===== src/rtl/des_pkg.sv =====
// DES package: shared block type, permutation and S-box tables, and the
// bit-select functions used by the round cells and the top level.
// No dependencies.
package des_pkg;

  // Halves of the data block travelling down the round chain.
  typedef struct packed {
    logic [31:0] l;
    logic [31:0] r;
    logic        fin;
  } des_lr_t;

  localparam int unsigned NumRounds = 16;

  localparam logic [6:0] IP_TAB [64] = '{
    7'd58, 7'd50, 7'd42, 7'd34, 7'd26, 7'd18, 7'd10, 7'd2,
    7'd60, 7'd52, 7'd44, 7'd36, 7'd28, 7'd20, 7'd12, 7'd4,
    7'd62, 7'd54, 7'd46, 7'd38, 7'd30, 7'd22, 7'd14, 7'd6,
    7'd64, 7'd56, 7'd48, 7'd40, 7'd32, 7'd24, 7'd16, 7'd8,
    7'd57, 7'd49, 7'd41, 7'd33, 7'd25, 7'd17, 7'd9,  7'd1,
    7'd59, 7'd51, 7'd43, 7'd35, 7'd27, 7'd19, 7'd11, 7'd3,
    7'd61, 7'd53, 7'd45, 7'd37, 7'd29, 7'd21, 7'd13, 7'd5,
    7'd63, 7'd55, 7'd47, 7'd39, 7'd31, 7'd23, 7'd15, 7'd7
  };

  localparam logic [6:0] FP_TAB [64] = '{
    7'd40, 7'd8, 7'd48, 7'd16, 7'd56, 7'd24, 7'd64, 7'd32,
    7'd39, 7'd7, 7'd47, 7'd15, 7'd55, 7'd23, 7'd63, 7'd31,
    7'd38, 7'd6, 7'd46, 7'd14, 7'd54, 7'd22, 7'd62, 7'd30,
    7'd37, 7'd5, 7'd45, 7'd13, 7'd53, 7'd21, 7'd61, 7'd29,
    7'd36, 7'd4, 7'd44, 7'd12, 7'd52, 7'd20, 7'd60, 7'd28,
    7'd35, 7'd3, 7'd43, 7'd11, 7'd51, 7'd19, 7'd59, 7'd27,
    7'd34, 7'd2, 7'd42, 7'd10, 7'd50, 7'd18, 7'd58, 7'd26,
    7'd33, 7'd1, 7'd41, 7'd9,  7'd49, 7'd17, 7'd57, 7'd25
  };

  localparam logic [6:0] PC1_TAB [56] = '{
    7'd57, 7'd49, 7'd41, 7'd33, 7'd25, 7'd17, 7'd9,
    7'd1,  7'd58, 7'd50, 7'd42, 7'd34, 7'd26, 7'd18,
    7'd10, 7'd2,  7'd59, 7'd51, 7'd43, 7'd35, 7'd27,
    7'd19, 7'd11, 7'd3,  7'd60, 7'd52, 7'd44, 7'd36,
    7'd63, 7'd55, 7'd47, 7'd39, 7'd31, 7'd23, 7'd15,
    7'd7,  7'd62, 7'd54, 7'd46, 7'd38, 7'd30, 7'd22,
    7'd14, 7'd6,  7'd61, 7'd53, 7'd45, 7'd37, 7'd29,
    7'd21, 7'd13, 7'd5,  7'd28, 7'd20, 7'd12, 7'd4
  };

  localparam logic [5:0] PC2_TAB [48] = '{
    6'd14, 6'd17, 6'd11, 6'd24, 6'd1,  6'd5,  6'd3,  6'd28,
    6'd15, 6'd6,  6'd21, 6'd10, 6'd23, 6'd19, 6'd12, 6'd4,
    6'd26, 6'd8,  6'd16, 6'd7,  6'd27, 6'd20, 6'd13, 6'd2,
    6'd41, 6'd52, 6'd31, 6'd37, 6'd47, 6'd55, 6'd30, 6'd40,
    6'd51, 6'd45, 6'd33, 6'd48, 6'd44, 6'd49, 6'd39, 6'd56,
    6'd34, 6'd53, 6'd46, 6'd42, 6'd50, 6'd36, 6'd29, 6'd32
  };

  // Left rotation of the C and D halves applied before each round.
  localparam logic [1:0] ROT_TAB [NumRounds] = '{
    2'd1, 2'd1, 2'd2, 2'd2, 2'd2, 2'd2, 2'd2, 2'd2,
    2'd1, 2'd2, 2'd2, 2'd2, 2'd2, 2'd2, 2'd2, 2'd1
  };

  localparam logic [5:0] E_TAB [48] = '{
    6'd32, 6'd1,  6'd2,  6'd3,  6'd4,  6'd5,  6'd4,  6'd5,
    6'd6,  6'd7,  6'd8,  6'd9,  6'd8,  6'd9,  6'd10, 6'd11,
    6'd12, 6'd13, 6'd12, 6'd13, 6'd14, 6'd15, 6'd16, 6'd17,
    6'd16, 6'd17, 6'd18, 6'd19, 6'd20, 6'd21, 6'd20, 6'd21,
    6'd22, 6'd23, 6'd24, 6'd25, 6'd24, 6'd25, 6'd26, 6'd27,
    6'd28, 6'd29, 6'd28, 6'd29, 6'd30, 6'd31, 6'd32, 6'd1
  };

  localparam logic [5:0] P_TAB [32] = '{
    6'd16, 6'd7,  6'd20, 6'd21, 6'd29, 6'd12, 6'd28, 6'd17,
    6'd1,  6'd15, 6'd23, 6'd26, 6'd5,  6'd18, 6'd31, 6'd10,
    6'd2,  6'd8,  6'd24, 6'd14, 6'd32, 6'd27, 6'd3,  6'd9,
    6'd19, 6'd13, 6'd30, 6'd6,  6'd22, 6'd11, 6'd4,  6'd25
  };

  localparam logic [3:0] SBOX_TAB [8][64] = '{
    '{4'd14,4'd4,4'd13,4'd1,4'd2,4'd15,4'd11,4'd8,4'd3,4'd10,4'd6,4'd12,4'd5,4'd9,4'd0,4'd7,
      4'd0,4'd15,4'd7,4'd4,4'd14,4'd2,4'd13,4'd1,4'd10,4'd6,4'd12,4'd11,4'd9,4'd5,4'd3,4'd8,
      4'd4,4'd1,4'd14,4'd8,4'd13,4'd6,4'd2,4'd11,4'd15,4'd12,4'd9,4'd7,4'd3,4'd10,4'd5,4'd0,
      4'd15,4'd12,4'd8,4'd2,4'd4,4'd9,4'd1,4'd7,4'd5,4'd11,4'd3,4'd14,4'd10,4'd0,4'd6,4'd13},
    '{4'd15,4'd1,4'd8,4'd14,4'd6,4'd11,4'd3,4'd4,4'd9,4'd7,4'd2,4'd13,4'd12,4'd0,4'd5,4'd10,
      4'd3,4'd13,4'd4,4'd7,4'd15,4'd2,4'd8,4'd14,4'd12,4'd0,4'd1,4'd10,4'd6,4'd9,4'd11,4'd5,
      4'd0,4'd14,4'd7,4'd11,4'd10,4'd4,4'd13,4'd1,4'd5,4'd8,4'd12,4'd6,4'd9,4'd3,4'd2,4'd15,
      4'd13,4'd8,4'd10,4'd1,4'd3,4'd15,4'd4,4'd2,4'd11,4'd6,4'd7,4'd12,4'd0,4'd5,4'd14,4'd9},
    '{4'd10,4'd0,4'd9,4'd14,4'd6,4'd3,4'd15,4'd5,4'd1,4'd13,4'd12,4'd7,4'd11,4'd4,4'd2,4'd8,
      4'd13,4'd7,4'd0,4'd9,4'd3,4'd4,4'd6,4'd10,4'd2,4'd8,4'd5,4'd14,4'd12,4'd11,4'd15,4'd1,
      4'd13,4'd6,4'd4,4'd9,4'd8,4'd15,4'd3,4'd0,4'd11,4'd1,4'd2,4'd12,4'd5,4'd10,4'd14,4'd7,
      4'd1,4'd10,4'd13,4'd0,4'd6,4'd9,4'd8,4'd7,4'd4,4'd15,4'd14,4'd3,4'd11,4'd5,4'd2,4'd12},
    '{4'd7,4'd13,4'd14,4'd3,4'd0,4'd6,4'd9,4'd10,4'd1,4'd2,4'd8,4'd5,4'd11,4'd12,4'd4,4'd15,
      4'd13,4'd8,4'd11,4'd5,4'd6,4'd15,4'd0,4'd3,4'd4,4'd7,4'd2,4'd12,4'd1,4'd10,4'd14,4'd9,
      4'd10,4'd6,4'd9,4'd0,4'd12,4'd11,4'd7,4'd13,4'd15,4'd1,4'd3,4'd14,4'd5,4'd2,4'd8,4'd4,
      4'd3,4'd15,4'd0,4'd6,4'd10,4'd1,4'd13,4'd8,4'd9,4'd4,4'd5,4'd11,4'd12,4'd7,4'd2,4'd14},
    '{4'd2,4'd12,4'd4,4'd1,4'd7,4'd10,4'd11,4'd6,4'd8,4'd5,4'd3,4'd15,4'd13,4'd0,4'd14,4'd9,
      4'd14,4'd11,4'd2,4'd12,4'd4,4'd7,4'd13,4'd1,4'd5,4'd0,4'd15,4'd10,4'd3,4'd9,4'd8,4'd6,
      4'd4,4'd2,4'd1,4'd11,4'd10,4'd13,4'd7,4'd8,4'd15,4'd9,4'd12,4'd5,4'd6,4'd3,4'd0,4'd14,
      4'd11,4'd8,4'd12,4'd7,4'd1,4'd14,4'd2,4'd13,4'd6,4'd15,4'd0,4'd9,4'd10,4'd4,4'd5,4'd3},
    '{4'd12,4'd1,4'd10,4'd15,4'd9,4'd2,4'd6,4'd8,4'd0,4'd13,4'd3,4'd4,4'd14,4'd7,4'd5,4'd11,
      4'd10,4'd15,4'd4,4'd2,4'd7,4'd12,4'd9,4'd5,4'd6,4'd1,4'd13,4'd14,4'd0,4'd11,4'd3,4'd8,
      4'd9,4'd14,4'd15,4'd5,4'd2,4'd8,4'd12,4'd3,4'd7,4'd0,4'd4,4'd10,4'd1,4'd13,4'd11,4'd6,
      4'd4,4'd3,4'd2,4'd12,4'd9,4'd5,4'd15,4'd10,4'd11,4'd14,4'd1,4'd7,4'd6,4'd0,4'd8,4'd13},
    '{4'd4,4'd11,4'd2,4'd14,4'd15,4'd0,4'd8,4'd13,4'd3,4'd12,4'd9,4'd7,4'd5,4'd10,4'd6,4'd1,
      4'd13,4'd0,4'd11,4'd7,4'd4,4'd9,4'd1,4'd10,4'd14,4'd3,4'd5,4'd12,4'd2,4'd15,4'd8,4'd6,
      4'd1,4'd4,4'd11,4'd13,4'd12,4'd3,4'd7,4'd14,4'd10,4'd15,4'd6,4'd8,4'd0,4'd5,4'd9,4'd2,
      4'd6,4'd11,4'd13,4'd8,4'd1,4'd4,4'd10,4'd7,4'd9,4'd5,4'd0,4'd15,4'd14,4'd2,4'd3,4'd12},
    '{4'd13,4'd2,4'd8,4'd4,4'd6,4'd15,4'd11,4'd1,4'd10,4'd9,4'd3,4'd14,4'd5,4'd0,4'd12,4'd7,
      4'd1,4'd15,4'd13,4'd8,4'd10,4'd3,4'd7,4'd4,4'd12,4'd5,4'd6,4'd11,4'd0,4'd14,4'd9,4'd2,
      4'd7,4'd11,4'd4,4'd1,4'd9,4'd12,4'd14,4'd2,4'd0,4'd6,4'd10,4'd13,4'd15,4'd3,4'd5,4'd8,
      4'd2,4'd1,4'd14,4'd7,4'd4,4'd10,4'd8,4'd13,4'd15,4'd12,4'd9,4'd0,4'd3,4'd5,4'd6,4'd11}
  };

  // In every table, entry 1 names the most significant bit of the source.
  function automatic logic [63:0] ip_perm(input logic [63:0] v);
    logic [63:0] res;
    res = '0;
    for (int k = 0; k < 64; k++) res[63-k] = v[6'(7'd64 - IP_TAB[k])];
    return res;
  endfunction

  function automatic logic [63:0] fp_perm(input logic [63:0] v);
    logic [63:0] res;
    res = '0;
    for (int k = 0; k < 64; k++) res[63-k] = v[6'(7'd64 - FP_TAB[k])];
    return res;
  endfunction

  function automatic logic [55:0] pc1_perm(input logic [63:0] v);
    logic [55:0] res;
    res = '0;
    for (int k = 0; k < 56; k++) res[55-k] = v[6'(7'd64 - PC1_TAB[k])];
    return res;
  endfunction

  function automatic logic [47:0] pc2_perm(input logic [55:0] v);
    logic [47:0] res;
    res = '0;
    for (int k = 0; k < 48; k++) res[47-k] = v[6'(7'd56 - {1'b0, PC2_TAB[k]})];
    return res;
  endfunction

  function automatic logic [47:0] e_expand(input logic [31:0] v);
    logic [47:0] res;
    res = '0;
    for (int k = 0; k < 48; k++) res[47-k] = v[5'(6'd32 - E_TAB[k])];
    return res;
  endfunction

  function automatic logic [31:0] p_perm(input logic [31:0] v);
    logic [31:0] res;
    res = '0;
    for (int k = 0; k < 32; k++) res[31-k] = v[5'(6'd32 - P_TAB[k])];
    return res;
  endfunction

  // Eight S-boxes; the outer bits of each six-bit group pick the row.
  function automatic logic [31:0] sbox_sub(input logic [47:0] x);
    logic [31:0] res;
    logic [5:0]  six;
    res = '0;
    for (int s = 0; s < 8; s++) begin
      six = x[47-6*s -: 6];
      res[31-4*s -: 4] = SBOX_TAB[s][{six[5], six[0], six[4:1]}];
    end
    return res;
  endfunction

  function automatic logic [27:0] rotl28(input logic [27:0] v, input logic [1:0] amt);
    logic [55:0] dbl;
    dbl = {v, v} << amt;
    return dbl[55:28];
  endfunction

endpackage


===== src/rtl/des_round.sv =====
// One Feistel round cell of the DES chain, with its own pipeline register
// and valid/ready handshake. Depends on des_pkg.
module des_round (
  input  logic             clk,
  input  logic             rst_n,
  input  logic [47:0]      subkey,
  input  logic             up_valid,
  output logic             up_ready,
  input  des_pkg::des_lr_t up_data,
  output logic             down_valid,
  input  logic             down_ready,
  output des_pkg::des_lr_t down_data
);

  logic             valid_r;
  logic             valid_nxt;
  des_pkg::des_lr_t data_r;
  des_pkg::des_lr_t data_nxt;
  logic [31:0]      f_out;

  // The cell takes a beat when it is empty or its own beat leaves now.
  assign up_ready = !valid_r || down_ready;

  assign f_out = des_pkg::p_perm(des_pkg::sbox_sub(des_pkg::e_expand(up_data.r) ^ subkey));

  always_comb begin
    valid_nxt    = up_ready ? up_valid : valid_r;
    data_nxt     = data_r;
    if (up_valid && up_ready) begin
      data_nxt.l   = up_data.r;
      data_nxt.r   = up_data.l ^ f_out;
      data_nxt.fin = up_data.fin;
    end
  end

  always_ff @(posedge clk) begin
    if (!rst_n) begin
      valid_r <= 1'b0;
    end else begin
      valid_r <= valid_nxt;
    end
  end

  always_ff @(posedge clk) begin
    data_r <= data_nxt;
  end

  assign down_valid = valid_r;
  assign down_data  = data_r;

  a_take_fills: assert property (@(posedge clk) disable iff (!rst_n)
    up_valid && up_ready |=> valid_r)
    else $error("des_round: accepted beat did not land in the cell");

  a_empty_ready: assert property (@(posedge clk) disable iff (!rst_n)
    !valid_r |-> up_ready)
    else $error("des_round: empty cell refused a beat");

  a_blocked_holds: assert property (@(posedge clk) disable iff (!rst_n)
    valid_r && !down_ready |-> !up_ready)
    else $error("des_round: full stalled cell offered to take a beat");

  a_drain_empties: assert property (@(posedge clk) disable iff (!rst_n)
    !up_valid && up_ready |=> !valid_r)
    else $error("des_round: cell kept a beat after it left");

endmodule

===== config.mk =====
export PLATFORM = sky130hd
export DESIGN_NAME = des_round
export DESIGN_NICKNAME = d
export VERILOG_FILES = /design/src/rtl/des_pkg.sv /design/src/rtl/des_round.sv
export SDC_FILE = /design/constraint.sdc
export NUM_CORES = 1
export LEC_CHECK = 0
export ABC_AREA = 1
export ABC_CLOCK_PERIOD_IN_PS = 4200
export BUFFER_PORTS_ARGS = -buffer_cell sky130_fd_sc_hd__buf_4
export CORE_MARGIN = 8
export CORE_UTILIZATION = 36
export DETAILED_ROUTE_END_ITERATION = 16
export GPL_ROUTABILITY_DRIVEN = 0
export HOLD_SLACK_MARGIN = 0.05
export RECOVER_POWER = 100
export SKIP_LAST_GASP = 1
export SLEW_MARGIN = 5
export SYNTH_ARGS = -nofsm -noshare
export SYNTH_HDL_FRONTEND = slang
export SYNTH_SLANG_ARGS = --single-unit

===== constraint.sdc =====
create_clock -name clk -period 4.2 [get_ports clk]
set_clock_uncertainty 0.15 [all_clocks]
set_input_delay 0.21 -clock clk [delete_from_list [all_inputs] [get_ports clk]]
set_output_delay 0.21 -clock clk [all_outputs]
set_load 0.1 [all_outputs]

# Word level (Yosys, flattened, before mapping)
# Memories as Yosys holds them, arrays and structs flattened.
# Cells that the tools add are included.
[totals] ramBits=0 romBits=2048 reg_bits=66 latch_bits=0 output_inout_bits=67 word_cells=49 input_bits=117 n_memories=8
[memory_table] memory="(no name shown)" depth=64 word_bits=4 read_ports=1 rd_ports_with_merged_regs=0 write_ports=0 line_no="des_pkg.sv:164" source="res[31-4*s -: 4] = SBOX_TAB[s][{six[5], six[0], six[4:1]}];"
[memory_table] memory="(no name shown)" depth=64 word_bits=4 read_ports=1 rd_ports_with_merged_regs=0 write_ports=0 line_no="des_pkg.sv:164"
[memory_table] memory="(no name shown)" depth=64 word_bits=4 read_ports=1 rd_ports_with_merged_regs=0 write_ports=0 line_no="des_pkg.sv:164"
[memory_table] memory="(no name shown)" depth=64 word_bits=4 read_ports=1 rd_ports_with_merged_regs=0 write_ports=0 line_no="des_pkg.sv:164"
[memory_table] memory="(no name shown)" depth=64 word_bits=4 read_ports=1 rd_ports_with_merged_regs=0 write_ports=0 line_no="des_pkg.sv:164"
[memory_table] memory="(no name shown)" depth=64 word_bits=4 read_ports=1 rd_ports_with_merged_regs=0 write_ports=0 line_no="des_pkg.sv:164"
[memory_table] memory="2 more memories"
[op_classes] bitwise_logic=10 addsub=0 eq_ne=0 n_reduce_logical=3 n_mux=16 n_shift=0 div_mod_pow=0 order_cmp=8 multipliers=0
[op_table] cell="4-bit two-way mux" n=16
[op_table] cell="7-bit greater-or-equal comparator, second input constant" n=8
[op_table] cell="6-bit inverter with 7-bit output" n=8
[op_table] cell="48-bit XOR" n=1
[op_table] cell="32-bit XOR" n=1
[op_table] cell="1-bit logical AND" n=1
[op_table] cell="1-bit logical NOT" n=1
[op_table] cell="1-bit logical OR" n=1

# Depth between registers and ports, before layout
# Gate-level depths: netlist of the first run.
[logic_depth] word_depth=6 ltp_mapped=15 mapped_depth_nobuf=15

# Worst setup path before layout of the first run
# OpenSTA, ideal clock, no wires.
[synth_timing] kind="register to register" start="reg valid_r, in the netlist down_valid" end="reg data_r (netlist bit down_data[0]), enable pin" setup_time_ns=0.509 slack_ns=-0.446 path_buffers=0 t_required_ns=3.541 stages_incl_launch_ff=2 period_less_slack_ns=4.646 arrival_time_ns=3.988 cell_sequence="dfxtp_1 > a21oi_1"
[synth_via] elab_chain_cells=3
[synth_lines] item="from (decl)" line_no="des_round.sv:15" source="logic valid_r;"
[synth_lines] item="from (signal assigned)" line_no="des_round.sv:40" source="valid_r <= valid_nxt;"
[synth_lines] item="1-bit logical NOT" line_no="des_round.sv:22" source="assign up_ready = !valid_r || down_ready;"
[synth_lines] item="1-bit logical OR" line_no="des_round.sv:22"
[synth_lines] item="1-bit logical AND" line_no="des_round.sv:29" source="if (up_valid && up_ready) begin"
[synth_lines] item="to (signal assigned)" line_no="des_round.sv:45" source="data_r <= data_nxt;"
[synth_lines] item="to (decl)" line_no="des_round.sv:17" source="des_pkg::des_lr_t data_r;"
# Every way passes these cells.
# A chain may end at the register's enable or synchronous reset.

# Worst setup path after layout of the first run
[layout_timing] start="reg valid_r, in the netlist down_valid" end="reg data_r (netlist bit down_data[8]), enable pin"
# The elaborated chain is that of the path after synthesis.

==> metrics.csv, run 1 <==
stage;metric;value;unit
detailed_routing;Detail Route Antenna Nets;0;
yosys;Synth Instances;1298;
detailed_routing;post-route met1 wirelength;10600;microns
yosys;area leader, netlist;sky130_fd_sc_hd__nand2_1;
sta;tightest slew margin relative to the limit;-10.2;%
critical_path;maximum fanout count along the critical path;27;
flow_run;maximum capacitance violations;1;
detailed_routing;total length of routed met2 wires;10400;microns
yosys;list of most frequent post-synthesis cells;sky130_fd_sc_hd__nand2_1 (634), sky130_fd_sc_hd__nand3_1 (279), sky130_fd_sc_hd__inv_1 (127), sky130_fd_sc_hd__edfxtp_1 (65), sky130_fd_sc_hd__ha_1 (62);
floorplanning;number of ports placed on the die boundary;184;
yosys;area share of the largest cell type after synthesis;30.2;%
clocking;number of buffers inserted during clock tree synthesis;9;
min_path;worst hold path type;input port to flip-flop;
global_routing;antenna violations before repair;0;
yosys;number of synthesized flops with an enable pin;65;
critical_path;WP data required;3.98;ns
yosys;Yosys warning count;0;
clocking;CTS tree;built;
detailed_routing;via density per instance;4.88;
yosys;cell types with the largest area share after synthesis;sky130_fd_sc_hd__nand2_1 (30%), sky130_fd_sc_hd__edfxtp_1 (25%), sky130_fd_sc_hd__nand3_1 (18%), sky130_fd_sc_hd__ha_1 (9.8%), sky130_fd_sc_hd__inv_1 (6.0%);
power_and_ir_drop;IR Drop Worst-Case VDD;180;uV
yosys;most numerous cell in the Yosys netlist;sky130_fd_sc_hd__nand2_1;
floorplanning;die area;26900;sq um
global_routing;via count of the first global-routing pass;8274;
finish;share of cells above drive strength 1;7.42;%
sta;RSZ-0062 raised after global routing;false;
clocking;clock-pin slew on the worst setup and hold paths;0.05;ns
critical_path;Critical Path Sink Type;flip-flop;
detailed_routing;WL per Instance;12.8;microns
critical_path;max incr delay on CP;1.26;ns
finish;net total in the final layout;1710;
global_routing;largest net degree at the start of global routing;28;
floorplanning;vertical die dimension;164;microns
critical_path;Slowest cell on crit path;sky130_fd_sc_hd__clkbuf_1;
status;outcome;finished, violations left;
status;violated checks;capacitance limit, slew limit;
sta;# setup viols final;0;
sta;Worst Hold Slack;0.0628;ns
yosys;area of the mapped netlist;7890;sq um
detailed_routing;drt total wl;23300;microns
yosys;distinct cell type count after synthesis;29;
sta;setup TNS after final layout;0;ns
placed_design;cell count after placement;1736;
clocking;insertion delay to the later sink of the worst-skew pair;0.33;ns
power_and_ir_drop;internal power;1.70;mW
critical_path;cell chain of the critical path;a21oi_4 -> clkbuf_1;
power_and_ir_drop;power density normalized to cell area;317;nW/um^2
finish;Antenna Diode Count;0;
sta;shortest clock period the worst path allows after layout;2.85;ns
clocking;Clock Sinks;66;
finish;Final Instance Count excl. Fillers;1816;
finish;area growth from synthesis to final layout;27.3;%
detailed_routing;via total after detailed routing;8853;
power_and_ir_drop;Net Switching;1.48;mW
clocking;clock tree buffer depth;2;
yosys;part of the Yosys area used for sequential elements;25.0;%
clocking;number of H-tree levels;3;
power_and_ir_drop;Sequential Power Share;26.0;%
yosys;register bit total from synthesis;66;
global_routing;residual overflow from global routing;0;
critical_path;arrival time of data at the critical path endpoint;2.64;ns
detailed_routing;met3 wire length;1950;microns
floorplanning;placeable core area;21700;sq um
detailed_routing;number of optimization iterations in the first detailed-route pass;6;
power_and_ir_drop;switching portion of total power;46.5;%
detailed_routing;first-iteration detailed-routing DRC count;578;
floorplanning;Die X;164;microns
power_and_ir_drop;Logic pwr share;50.5;%
yosys;predominant post-synthesis flop cell;sky130_fd_sc_hd__edfxtp_1;
sta;maximum clock rate;350;MHz
floorplanning;starting density of the core;36.4;%
detailed_routing;highest routing layer actually used;met4;
power_and_ir_drop;Static Leakage;5.26;nW
sta;final period utilization;68.0;%
placed_design;DPL Wire Length;17900;microns
global_routing;wire length of the first global-routing pass;38600;microns
global_routing;Total GRT Usage;17.2;%
yosys;net count after synthesis;1477;
floorplanning;number of standard-cell rows in the floorplan;54;
sta;slew of the pin with the lowest slew margin;1.65;ns
yosys;share of synthesized flip-flops with an asynchronous set or reset;0;%
yosys;average size of a mapped cell;6.08;sq um
sta;max-slew violation count;28;
critical_path;critical path start-end classification;flip-flop to flip-flop;
clocking;clock tree root buffer cell;sky130_fd_sc_hd__clkbuf_16;
detailed_routing;final routed DRC violation total;0;
critical_path;startpoint type of the worst setup path;flip-flop;
power_and_ir_drop;Clock Power Share;23.5;%
sta;final number of hold-violating endpoints;0;
placed_design;IO buf count;183;
-- cell type report --
class / count / area (sq um)
clock inverters: 5 / 45.0
clock buffers: 11 / 233
fillers: 2290 / 11600
well taps: 280 / 350
repair buffers: 250 / 1660
inverters: 135 / 507
multi-input cells: 1069 / 5280
flip-flops and latches: 66 / 1970
-- final timing paths --
check / from / depth (start not counted) / end / slack, ns
worst max-delay path: down_valid$_SDFFE_PN0N_ / 2 / down_data[8]$_DFFE_PP_ / 1.35
worst min-delay path: up_data[63] / 3 / down_data[31]$_DFFE_PP_ / 0.06
worst max register to register: down_valid$_SDFFE_PN0N_ / 2 / down_data[8]$_DFFE_PP_ / 1.35
worst min register to register: down_valid$_SDFFE_PN0N_ / 2 / down_valid$_SDFFE_PN0N_ / 0.40
-- power by group through the flow --
stage               Sequential (mW)  Combinational, mW  Clock [mW]
floorplan                      1.27              0.800           0
global placement              0.839               1.61           0
detailed placement            0.840               1.62           0
CTS                           0.827               1.67       0.781
global route                  0.832               1.78       0.797
finish                        0.826               1.61       0.746
-- stage by stage --
step	cell area (sq um)	utilization [%]	power [mW]	worst slack, ns
after global routing	10000	46.3	3.41	1.09
after detailed placement	9500	43.8	2.46	1.76
after global placement	9500	43.8	2.45	1.79
final	10000	46.3	3.18	1.35
after floorplan	7890	-	2.07	1.01
after CTS	10400	48.1	3.28	1.56
-- layout by cell type, fill, tap and decap left out, types with 2 or more instances in the layout --
cell type / n
sky130_fd_sc_hd__a21oi_1: 4
sky130_fd_sc_hd__a21oi_2: 2
sky130_fd_sc_hd__buf_4: 83
sky130_fd_sc_hd__clkbuf_1: 103
sky130_fd_sc_hd__clkbuf_16: 9
sky130_fd_sc_hd__clkbuf_4: 2
sky130_fd_sc_hd__clkinv_1: 6
sky130_fd_sc_hd__dlygate4sd3_1: 64
sky130_fd_sc_hd__edfxtp_1: 65
sky130_fd_sc_hd__ha_1: 62
sky130_fd_sc_hd__inv_1: 127
sky130_fd_sc_hd__inv_2: 6
sky130_fd_sc_hd__nand2_1: 634
sky130_fd_sc_hd__nand2_2: 2
sky130_fd_sc_hd__nand3_1: 279
sky130_fd_sc_hd__nand3b_1: 19
sky130_fd_sc_hd__nand4_1: 2
sky130_fd_sc_hd__nor2_1: 9
sky130_fd_sc_hd__o211ai_1: 2
sky130_fd_sc_hd__o21ai_0: 13
sky130_fd_sc_hd__xnor2_1: 20
sky130_fd_sc_hd__xnor2_2: 2
sky130_fd_sc_hd__xor2_1: 8
sky130_fd_sc_hd__xor2_2: 4
-- kinds of logic after synthesis --
family | Yosys count | share of synthesized area (%)
compound gates | 27 | 2.01
xor+xnor | 34 | 4.35
fa+ha+maj | 62 | 9.84
buf+inv | 163 | 8.22
flops | 66 | 25.0
simple gates | 946 | 50.6
-- flip-flops by register name (all words and copies together), names as in the netlist --
register	flops
down_valid	1
down_data	65
-- worst max-delay path, delay by kind of cell (launching register included) --
kind / cells / cell delay, ns
AOI/OAI and AO/OA: 1 / 0.69
buffers and inverters: 1 / 1.26
DFF: 1 / 0.34
-- per-layer routing --
metal	vias to the layer above	track usage, %
li1	4648	-
met1	3895	22.3
met2	282	27.5
met3	28	4.74
met4	0	5.25
met5	-	0
-- timing repair --
action | 4_1_cts | 5_1_grt
hold buffers | 64 | 0
buffers inserted | 0 | 0
resized for setup | 0 | 0
endpoints found under the hold margin | 64 | 0
(Power assumes the default switching activity.)
==> run 2: changes to the inputs <==
Settings changed: ABC_CLOCK_PERIOD_IN_PS 4200 to 2800.
Clock period 4.2 ns to 2.8 ns, I/O delays scaled along.
==> run 2 against run 1 <==
Net effect: the run still ends with capacitance limit, slew limit left; global-route usage shrank 0.22 points; non-clock buffer count grew 21; cell count grew 1.2%; worst hold slack gained 0.17 ns; critical endpoint is now down_data[20]$_DFFE_PP_; power grew 56%; via count grew 0.61%; die area is the same; register-to-register slack lost 0.97 ns; critical path type is now input port to flip-flop; critical path depth grew 11; first-iteration DRC count grew 6.2%; clock-buffer cell count shrank 2.
==> metrics.csv, run 2 (same netlist as run 1, synthesis figures left out) <==
stage;metric;value;unit;change
placed_design;post-placement cell area;9650;sq um;+1.6%
sta;final number of hold-violating endpoints;0;;unchanged
critical_path;critical path start-end classification;input port to flip-flop;;
sta;# setup viols final;0;;unchanged
sta;tightest slew margin relative to the limit;-22.6;%;-12 points
finish;most common cell after layout, fill and taps aside;sky130_fd_sc_hd__nand2_1;;
floorplanning;number of ports placed on the die boundary;184;;unchanged
finish;share of cells above drive strength 1;8.93;%;+1.5 points
floorplanning;vertical die dimension;164;microns;unchanged
power_and_ir_drop;IR Drop Worst-Case VDD;259;uV;+44%
sta;maximum clock rate;394;MHz;
clocking;insertion delay to the later sink of the worst-skew pair;0.34;ns;about the same
floorplanning;number of standard-cell rows in the floorplan;54;;unchanged
clocking;Clock Sinks;66;;unchanged
flow_run;maximum capacitance violations;1;;unchanged
sta;shortest clock period the worst path allows after layout;2.54;ns;
clocking;Hold Buf Count CTS;67;;+4.7%
critical_path;most used cell, CP;sky130_fd_sc_hd__nand2_1;;
detailed_routing;final routed DRC violation total;0;;unchanged
detailed_routing;drt total wl;23200;microns;-0.43%
status;outcome;finished, violations left;;
critical_path;startpoint type of the worst setup path;input port;;
finish;area growth from synthesis to final layout;30.0;%;
power_and_ir_drop;power density normalized to cell area;484;nW/um^2;+53%
global_routing;largest net degree at the start of global routing;66;;+140%
sta;RSZ-0062 raised after global routing;false;;
global_routing;residual overflow from global routing;0;;unchanged
critical_path;reg-to-reg slack, setup;0.38;ns;-0.97 ns
detailed_routing;Detail Route Antenna Nets;0;;unchanged
floorplanning;placeable core area;21700;sq um;unchanged
min_path;worst hold path type;input port to flip-flop;;
detailed_routing;WL per Instance;12.6;microns;-1.6%
placed_design;DPL Wire Length;17500;microns;-2.2%
sta;slew of the pin with the lowest slew margin;1.84;ns;+0.187 ns
clocking;PostCTS Resize Cnt;0;;unchanged
min_path;Hold Path Sink;down_data[3]$_DFFE_PP_;;
finish;layout filler cell count;2232;;-2.5%
critical_path;max incr delay on CP;0.54;ns;-0.72 ns
critical_path;maximum fanout count along the critical path;7;;-74%
detailed_routing;via density per instance;4.85;;-0.59%
finish;number of flip-flops in the largest register;65;;unchanged
min_path;worst hold path startpoint;subkey[35];;
critical_path;startpoint of the worst-slack reg-to-reg timing path;down_valid$_SDFFE_PN0N_;;
critical_path;buffers and inverters on the worst path;4;;+3
detailed_routing;number of optimization iterations in the first detailed-route pass;5;;-1
detailed_routing;first-iteration detailed-routing DRC count;614;;+6.2%
placed_design;IO buf count;183;;unchanged
finish;net total in the final layout;1731;;+1.2%
finish;design area;10300;sq um;+2.1%
finish;area used by sequential logic in the layout;1970;sq um;unchanged
finish;top library cells by usage in the layout, fill and taps aside;sky130_fd_sc_hd__nand2_1 (634), sky130_fd_sc_hd__nand3_1 (279), sky130_fd_sc_hd__inv_1 (127), sky130_fd_sc_hd__buf_4 (102), sky130_fd_sc_hd__clkbuf_1 (100);;
clocking;clock tree buffer depth;2;;unchanged
sta;max-slew violation count;66;;+140%
critical_path;WP data required;2.74;ns;-1.24 ns
clocking;clock tree root buffer cell;sky130_fd_sc_hd__clkbuf_16;;
global_routing;wire length of the first global-routing pass;38300;microns;-0.81%
critical_path;Slowest cell on crit path;sky130_fd_sc_hd__dlygate4sd3_1;;
sta;setup TNS after final layout;0;ns;unchanged
floorplanning;starting density of the core;36.4;%;unchanged
status;violated checks;capacitance limit, slew limit;;
global_routing;Total GRT Usage;17.0;%;-0.22 points
critical_path;arrival time of data at the critical path endpoint;2.48;ns;-0.16 ns
clocking;clock-pin slew on the worst setup and hold paths;0.06;ns;about the same
clocking;number of H-tree levels;3;;unchanged
min_path;worst hold stages;5;;+2
floorplanning;Die X;164;microns;unchanged
critical_path;cell depth of the worst setup path;13;;+11
clocking;CTS tree;built;;
sta;final period utilization;90.6;%;
clocking;number of buffers inserted during clock tree synthesis;9;;unchanged
critical_path;Critical Path Sink Type;flip-flop;;
power_and_ir_drop;Static Leakage;5.38;nW;+2.3%
detailed_routing;via total after detailed routing;8907;;+0.61%
critical_path;logic depth of the worst register-to-register path;2;;unchanged
clocking;buffer count from post-CTS setup fixing;0;;unchanged
global_routing;via count of the first global-routing pass;8185;;-1.1%
critical_path;cell type group with the largest total delay on the critical path;buffers and inverters;;
floorplanning;die area;26900;sq um;unchanged
global_routing;antenna violations before repair;1;;+1
finish;combined area of the multi-input logic cells;5280;sq um;unchanged
critical_path;endpoint of the lowest-slack register-to-register path;down_data[37]$_DFFE_PP_;;
critical_path;cell chain of the critical path;dlygate4sd3_1 -> clkbuf_1 -> xor2_1 -> clkbuf_1 -> ha_1 -> inv_1 -> nand2_1 -> nand3_1 -> nand3_1 -> nand3_1 -> nand2_1 -> nand2_1 -> nand2_1;;
## run 2: changes by cell type in the layout (fill, tap and decap cells not counted), sizes merged
cell,change
clkinv,-1
bufinv,+1
diode,+1
buf,+19
dlygate4sd3,+3
clkinvlp,+2
clkbuf,-3
## run 2: layer usage
layer / track usage (%) / vias to the layer above / routed length (microns)
met3: 3.71 / 16 / 1860
met2: 27.6 / 313 / 10500
met1: 22.1 / 3907 / 10500
met5: 0 / - / 0
met4: 5.45 / 0 / 327
li1: - / 4671 / -
## run 2: how the worst max path moves through the flow
stage                                    to                    start
floorplan            down_data[0]$_DFFE_PP_  down_valid$_SDFFE_PN0N_
global placement    down_data[22]$_DFFE_PP_              up_data[10]
detailed placement   down_data[4]$_DFFE_PP_              up_data[10]
CTS                  down_data[4]$_DFFE_PP_              up_data[10]
global route        down_data[20]$_DFFE_PP_              up_data[25]
finish              down_data[20]$_DFFE_PP_              up_data[25]
## run 2: cell type report
type / instances / share of cell area, %
diodes: 1 / 0.0244
well taps: 280 / 3.42
inverters: 135 / 4.94
clock inverters: 7 / 0.915
repair buffers: 271 / 17.8
clock buffers: 9 / 2.20
flip-flops and latches: 66 / 19.2
multi-input cells: 1069 / 51.5
## run 2: power by group
part,total [mW],switching (mW),internal [mW]
registers,1.24,0.0240,1.22
logic,2.45,1.76,0.693
clock network,1.27,0.492,0.779
## run 2: tightest hold or removal path: stages
cell and delay (ns):
sky130_fd_sc_hd__buf_4 0.09, sky130_fd_sc_hd__xnor2_1 0.17, sky130_fd_sc_hd__nand2_1 0.12, sky130_fd_sc_hd__nand3_1 0.05
sky130_fd_sc_hd__nand2_1 0.06
## run 2: per-stage QoR
stage	worst slack (ns)	hold slack [ns]	power, mW	utilization [%]	cells
after CTS	0.414	0.213	5.11	49.1	1837
final	0.263	0.234	4.96	47.3	1838
after global routing	0.0619	0.267	5.30	47.3	1838
after global placement	0.651	0.170	3.72	44.5	1754
after floorplan	0.299	0.0889	3.11	-	1298
after detailed placement	0.585	0.171	3.73	44.5	1754
